$ cat src/rtl/core/csc_pkg.sv
package csc_pkg;

    localparam int COORD_W    = 32;
    localparam int RAD_W      = 31;
    localparam int NORM_W     = 16;
    localparam int NORM_FRAC  = 14;
    localparam int SUM_W      = 67;
    localparam int QUEUE_DEPTH = 4;

    typedef enum logic [1:0] {
        REGION_INTERIOR = 2'd0,
        REGION_A        = 2'd1,
        REGION_B        = 2'd2
    } region_t;

    // classified pair handed from front to back
    typedef struct packed {
        region_t              region;
        logic signed [31:0]   px;      // endpoint for end regions, A for interior
        logic signed [31:0]   py;
        logic signed [31:0]   cx;
        logic signed [31:0]   cy;
        logic [30:0]          r;
        logic [32:0]          ex_mag;
        logic [32:0]          ey_mag;
        logic                 ex_neg;
        logic                 ey_neg;
        logic [SUM_W-1:0]     dot;
        logic [SUM_W-1:0]     len2;
    } item_t;

    typedef struct packed {
        logic                 hit;
        logic signed [31:0]   contact_x;
        logic signed [31:0]   contact_y;
        logic signed [15:0]   normal_x;
        logic signed [15:0]   normal_y;
        logic [30:0]          depth;
        region_t              region;
    } res_t;

endpackage

$ cat src/rtl/core/csc_queue.sv
module csc_queue
    import csc_pkg::*;
#(
    parameter int DEPTH = QUEUE_DEPTH
) (
    input  logic  aclk,
    input  logic  aresetn,
    input  logic  wr_valid,
    output logic  wr_ready,
    input  item_t wr_item,
    output logic  rd_valid,
    input  logic  rd_ready,
    output item_t rd_item
);

    localparam int PTR_W = (DEPTH > 1) ? $clog2(DEPTH) : 1;
    localparam int CNT_W = $clog2(DEPTH + 1);
    localparam logic [PTR_W-1:0] LAST_PTR = PTR_W'(DEPTH - 1);
    localparam logic [CNT_W-1:0] FULL_CNT = CNT_W'(DEPTH);

    item_t            mem [0:DEPTH-1];
    logic [PTR_W-1:0] wr_ptr_reg, rd_ptr_reg;
    logic [CNT_W-1:0] count_reg;
    logic             push, pop;

    assign wr_ready = count_reg != FULL_CNT;
    assign rd_valid = count_reg != '0;
    assign rd_item  = mem[rd_ptr_reg];
    assign push     = wr_valid && wr_ready;
    assign pop      = rd_valid && rd_ready;

    always_ff @(posedge aclk) begin
        if (push) begin
            mem[wr_ptr_reg] <= wr_item;
        end
    end

    always_ff @(posedge aclk) begin
        if (!aresetn) begin
            wr_ptr_reg <= '0;
            rd_ptr_reg <= '0;
            count_reg  <= '0;
        end else begin
            if (push) begin
                wr_ptr_reg <= (wr_ptr_reg == LAST_PTR) ? '0 : wr_ptr_reg + 1'b1;
            end
            if (pop) begin
                rd_ptr_reg <= (rd_ptr_reg == LAST_PTR) ? '0 : rd_ptr_reg + 1'b1;
            end
            if (push && !pop) begin
                count_reg <= count_reg + 1'b1;
            end else if (pop && !push) begin
                count_reg <= count_reg - 1'b1;
            end
        end
    end

endmodule

$ cat config.mk
export PLATFORM = sky130hd
export DESIGN_NAME = csc_queue
export DESIGN_NICKNAME = d
export VERILOG_FILES = /design/src/rtl/core/csc_pkg.sv /design/src/rtl/core/csc_queue.sv
export SDC_FILE = /design/constraint.sdc
export NUM_CORES = 1
export LEC_CHECK = 0
export BUFFER_PORTS_ARGS = -buffer_cell sky130_fd_sc_hd__buf_2
export CORE_MARGIN = 5
export CORE_UTILIZATION = 30
export CTS_CLUSTER_SIZE = 24
export DETAILED_ROUTE_END_ITERATION = 12
export GPL_TIMING_DRIVEN = 0
export PLACE_DENSITY_LB_ADDON = 0.3
export SLEW_MARGIN = 10
export SYNTH_ARGS = -nofsm -noshare
export SYNTH_HDL_FRONTEND = slang
export SYNTH_SLANG_ARGS = --single-unit
$ cat constraint.sdc
create_clock -name aclk -period 12.89 [get_ports aclk]
set_input_delay 0.6445 -clock aclk [delete_from_list [all_inputs] [get_ports aclk]]
set_output_delay 0.6445 -clock aclk [all_outputs]
set_load 0.01 [all_outputs]
==> run metrics, run 1 <==
final WL 131,000 um; r2r worst-path depth 7; FF-to-FF Start count_reg[0]; status finished, final reports clean; Worst-path clk slew 0.05 ns; gr usage total 14.0%; vias in the first global route 27,300; Reg2Reg Setup Slack 9.86 ns; Max Fanout on Critical Path 10; GR Overflow Total 0; Critical path destination rd_item[326]; die area 184,000 um2; Peak VDD IR 0.000135 V; unrepaired setup endpoints after global routing no; largest net degree at the start of global routing 48; clk_lat worst skew 0.80 ns; TNS Setup 0 ns; Port-buffer cells 731; Die Span Y 429 um; PwrDens 190 nW/um2; Sink Count 1,461; TritonCTS clock tree built; Worst setup EP type output port; Place WS 9.45 ns; Hold WC Path Type in2reg; endpoints failing hold 0; synthesized area 52,700 um2; Synth Register Bits 1,461; startpoint type of the worst setup path register; combinational share of power 22.4%; most frequent cells in the layout edfxtp_1 (1,452), buf_2 (753), mux4_2 (363); I/O pin count 732; Slew HR 21.3%; die width 429 um; Nets 3,609; Vias/cell 4.48; Seq pwr share 44.5%; Cells after Synth 1,947; Crit path required time 12.25 ns; Worst-Margin Slew 1.18 ns; Slew Viols, Final 0; Max-Cap Viols 0; Via Count 25,485; Post-DP HPWL 88,300 um; data arrival time of the critical path 3.40 ns; register area share after synthesis 83.0%; Synth cell types 26; worst clock skew 0.0282 ns; first-pass GRT wire length 190,000 um; RR Endpoint mem[2][329]; final setup vio count 0; CTS Root Cell clkbuf_16; Post-DRT Antenna Nets 0; critical path class reg2out; DRC errors left 0; routability congestion estimate 0.725; final worst path period need 4.04 ns; number of synthesized flops with an enable pin 1,452; CTS resizes 0; Layout area overhead 30.6%; Placement Rows 153; CTS H-Tree Depth 4; layout cells sized above 1 41.8%; PnR worst setup slack 8.85 ns; final period utilization 31.4%; wire per inst 23.0 um; hold buffer count at cts 362; initial DRC count 1,404; total core area 174,000 um2; Switching Share 27.2%; most common cell after layout, fill and taps aside edfxtp_1; P_sw 3.56 mW; async set-or-reset flop fraction in the synthesized netlist 0%; Initial Util 30.2%; number of CTS-inserted buffers 157; min-delay src wr_item[350]; Post-Syn Nets 2,321; fmax 247 MHz; antenna violations before repair 23; ys flop type edfxtp_1; postcts setup bufs 0; Clk network pwr share 33.1%; max reg flops 1,452; Lkg Pwr 22.9 nW; Internal 9.54 mW; Avg Inst Size Synth 27.1 um2; Syn. warnings 0; first drt pass iteration count 4; CTS Buffer Depth 3
-- Yosys cell counts (4+ instances only) --
| library cell | n | area share, % |
|---|---|---|
| buf_2 | 22 | 0.21 |
| and3_1 | 4 | 0.047 |
| mux4_2 | 363 | 16 |
| o21ai_0 | 4 | 0.038 |
| buf_6 | 8 | 0.17 |
| buf_1 | 25 | 0.18 |
| dfxtp_1 | 9 | 0.34 |
| nand2_1 | 5 | 0.036 |
| edfxtp_1 | 1452 | 83 |
| clkbuf_1 | 8 | 0.057 |
| ha_1 | 6 | 0.14 |
| buf_4 | 20 | 0.28 |
-- logic make-up (layout without fill, tap and decap cells) --
group,Yosys count,in the layout,share of synthesized area [%]
multiplexers,365,365,15.5
AO/OA/AOI/OAI,6,6,0.0665
buffers and inverters,86,1490,0.921
adder cells (fa/ha/maj),7,7,0.180
other,0,16,0
XOR/XNOR,2,2,0.0332
AND/OR/NAND/NOR,20,20,0.204
flip-flops,1461,1461,83.0
-- metal layers --
layer	global-route usage (%)	part of all wire, %	up-vias
met5	0	0	-
met2	25.0	54	699
met4	4.91	2.9	0
li1	-	-	11146
met1	16.0	37	13421
met3	3.91	6.2	219
-- worst max-delay path: stages (launching register included) --
cell,delay [ns]
dfxtp_1,0.33
buf_2,0.51
buf_1,0.77
buf_2,0.46
mux4_2,0.37
buf_2,0.16
-- cell type report --
cell class	count	area, um2
multi-input combinational	400	8470
timing repair buffer	1129	8200
clock buffer	189	4050
antenna	16	40.0
clock inverter	86	922
tap	2325	2910
sequential	1461	43800
buffer	83	474
fill	15581	106000
inverter	3	11.3
-- metrics by stage --
step	hold slack [ns]	total power, mW	cells	cell area (um2)	utilization [%]
3_5_place_dp	0.503	8.88	5039	60200	34.5
3_3_place_gp	0.503	9.19	5003	59300	34.0
4_1_cts	0.0102	13.4	5676	68800	39.5
5_1_grt	0.0500	13.7	5690	68900	39.5
2_1_floorplan	0.468	7.73	1947	52700	-
6_report	0.122	13.1	5692	68900	39.5
-- worst min-delay path by stage --
stage	slack (ns)	endpoint	cells after the start
2_1_floorplan	0.47	wr_ptr_reg[1]	2
4_1_cts	0.01	mem[3][350]	1
3_5_place_dp	0.50	wr_ptr_reg[1]	2
3_3_place_gp	0.50	wr_ptr_reg[1]	2
5_1_grt	0.05	mem[1][350]	1
6_report	0.12	mem[2][350]	1
-- power by group through the flow --
stage | sequential (mW) | combinational, mW | clock [mW]
3_5_place_dp | 5.94 | 2.94 | 0
5_1_grt | 5.87 | 3.14 | 4.70
3_3_place_gp | 6.35 | 2.84 | 0
6_report | 5.83 | 2.93 | 4.34
2_1_floorplan | 6.12 | 1.61 | 0
4_1_cts | 5.84 | 3.05 | 4.49
Note: power is estimated with default switching activity, not from simulation.
==> run 2: changes to the inputs <==
==> constraint.sdc (replaced) <==
create_clock -name aclk -period 3.6 [get_ports aclk]
set_input_delay 0.18 -clock aclk [delete_from_list [all_inputs] [get_ports aclk]]
set_output_delay 0.18 -clock aclk [all_outputs]
set_load 0.01 [all_outputs]
==> run 2 against run 1 <==
Register-to-register slack worse by 9.5 ns. Cell area is 0.23% lower. Clock skew up 0.0056 ns. First-iteration DRC count is 24% higher. Power rose to 3.5 times the previous value. Worst hold slack better by 0.025 ns. Worst setup slack got worse by 8.5 ns. Highest routed layer is now met5. Flip-flop and latch count is the same. Combinational power grew to 3.6 times the previous value. Non-clock buffer count rose by 2. Clock power grew to 3.5 times the previous value.
==> run metrics, run 2 (synthesized netlist as in run 1, its figures left out) <==
fin util 39.4% (-0.090 points); largest net degree at the start of global routing 49 (+2.1%); Hold WC Path Type in2reg; CTS Root Cell clkbuf_16; Max-Cap Viols 0 (unchanged); first-pass GRT wire length 190,000 um (-0.25%); first drt pass iteration count 4 (unchanged); Nets 3,610 (+0.028%); Post-DRT Antenna Nets 0 (unchanged); unrepaired setup endpoints after global routing no; wire per inst 22.8 um (-0.61%); Vias/cell 4.49 (+0.37%); GR Overflow Total 0 (unchanged); die width 429 um (unchanged); Initial Util 30.2% (unchanged); PwrDens 676 nW/um2 (+260%); I/O pin count 732 (unchanged); Place WS 0.292 ns (-9.16 ns); most frequent cells in the layout edfxtp_1 (1,452), buf_2 (753), dlygate4sd3_1 (367); combinational share of power 22.7% (+0.3 points); Max Fanout on Critical Path 48 (+38); final period utilization 90.6%; P_sw 12.7 mW (+260%); max reg flops 1,452 (unchanged); Placement Rows 153 (unchanged); Slew HR 40.2% (+19 points); Switching Share 27.3% (+0.097 points); DP Cell Count 5,037 (-0.040%); Worst-Margin Slew 0.897 ns (-0.284 ns); antenna violations before repair 18 (-22%); Die Span Y 429 um (unchanged); postcts setup bufs 0 (unchanged); final WL 130,000 um (-0.52%); Slew Viols, Final 0 (unchanged); vias in the first global route 27,206 (-0.34%); Worst setup EP type register; clk_lat worst skew 0.78 ns (-0.02 ns); Layout area overhead 30.3%; TNS Setup 0 ns (unchanged); DRC errors left 0 (unchanged); Post-DP HPWL 86,800 um (-1.7%); Clk network pwr share 32.3% (-0.8 points); die area 184,000 um2 (unchanged); startpoint type of the worst setup path register; Peak VDD IR 0.000432 V (+220%); Port-buffer cells 731 (unchanged); status finished, final reports clean; worst clock skew 0.0337 ns (+0.00556 ns); non-filler cells, final 5,697 (+0.088%); critical path class reg2reg; gr usage total 13.9% (-0.072 points); Lkg Pwr 22.8 nW (-0.24%); Seq pwr share 45.0% (+0.5 points); final hold slack 0.148 ns (+0.0254 ns); Filler cells 15,643 (+0.40%); Tot Pwr 46.4 mW (+250%); Internal 33.8 mW (+250%); TritonCTS clock tree built; Crit path required time 4.06 ns (-8.19 ns); Via Count 25,603 (+0.46%); CTS H-Tree Depth 4 (unchanged); CTS Buffer Depth 3 (unchanged); routability congestion estimate 0.724 (about the same); number of CTS-inserted buffers 156 (-0.64%); Sink Count 1,461 (unchanged); most common cell after layout, fill and taps aside edfxtp_1; final worst path period need 3.26 ns; total core area 174,000 um2 (unchanged); endpoints failing hold 0 (unchanged); layout cells sized above 1 41.5% (-0.31 points); fmax 307 MHz; final instance area 68,700 um2 (-0.23%); Worst-path clk slew 0.06 ns (about the same); initial DRC count 1,746 (+24%); data arrival time of the critical path 3.72 ns (+0.32 ns); PnR worst setup slack 0.339 ns (-8.51 ns); area post-placement 60,200 um2 (about the same); final setup vio count 0 (unchanged)
-- run 2: cell count changes in the layout (fill, tap and decap cells not counted), sizes merged --
cell	before	now
clkbuf	197	209
bufinv	12	4
dlygate4sd3	362	367
buf	842	838
clkinv	59	62
diode	16	13
clkinvlp	8	6
clkdlybuf4s15	0	1
inv	10	11
-- run 2: power groups by stage --
stage	sequential [mW]	clock (mW)	combinational [mW]
after floorplan	21.3	0	5.77
after global placement	21.6	0	10.2
after detailed placement	21.3	0	10.5
after CTS	20.9	15.5	10.9
after global routing	21.0	16.3	11.3
final	20.9	15.0	10.6
-- run 2: critical path, stage by stage, from the launching register on --
cell	delay, ns
dfxtp_2	0.38
or3b_1	0.14
clkbuf_8	0.14
and3_4	0.54
buf_16	0.33
buf_16	0.27
buf_16	0.33
buf_16	0.29
buf_12	0.29
-- run 2: worst paths after layout --
kind                 startpoint       endpoint  slack (ns)  cells past startpoint
hold / removal      wr_item[53]     mem[0][53]        0.15                      2
setup reg to reg   count_reg[0]    mem[3][319]        0.34                      8
hold reg to reg   wr_ptr_reg[1]  wr_ptr_reg[1]        0.52                      2
setup / recovery   count_reg[0]    mem[3][319]        0.34                      8
-- run 2: area by class of cell --
| type | count | area, um2 | share of cell area, % |
|---|---|---|---|
| plain buffers | 82 | 488 | 0.710 |
| clock inverters | 80 | 609 | 0.887 |
| clock buffers | 201 | 4180 | 6.08 |
| repair buffers | 1132 | 8220 | 12.0 |
| diodes | 13 | 32.5 | 0.0474 |
| flip-flops and latches | 1461 | 43800 | 63.7 |
| inverters | 3 | 11.3 | 0.0164 |
| multi-input cells | 400 | 8470 | 12.3 |
| well taps | 2325 | 2910 | 4.23 |
-- run 2: layer usage --
layer / wire, um / vias up / GRT usage [%]
li1: - / 11150 / -
met1: 49900 / 13473 / 16.6
met2: 66100 / 759 / 23.5
met3: 9020 / 219 / 4.37
met4: 4960 / 2 / 5.51
met5: 13 / - / 0
-- run 2: what timing repair did --
action / in CTS / in global routing
setup endpoints to repair: 71 / 0
hold buffers: 367 / 0
hold endpoints to repair: 1461 / 0
resized for setup: 2 / 0
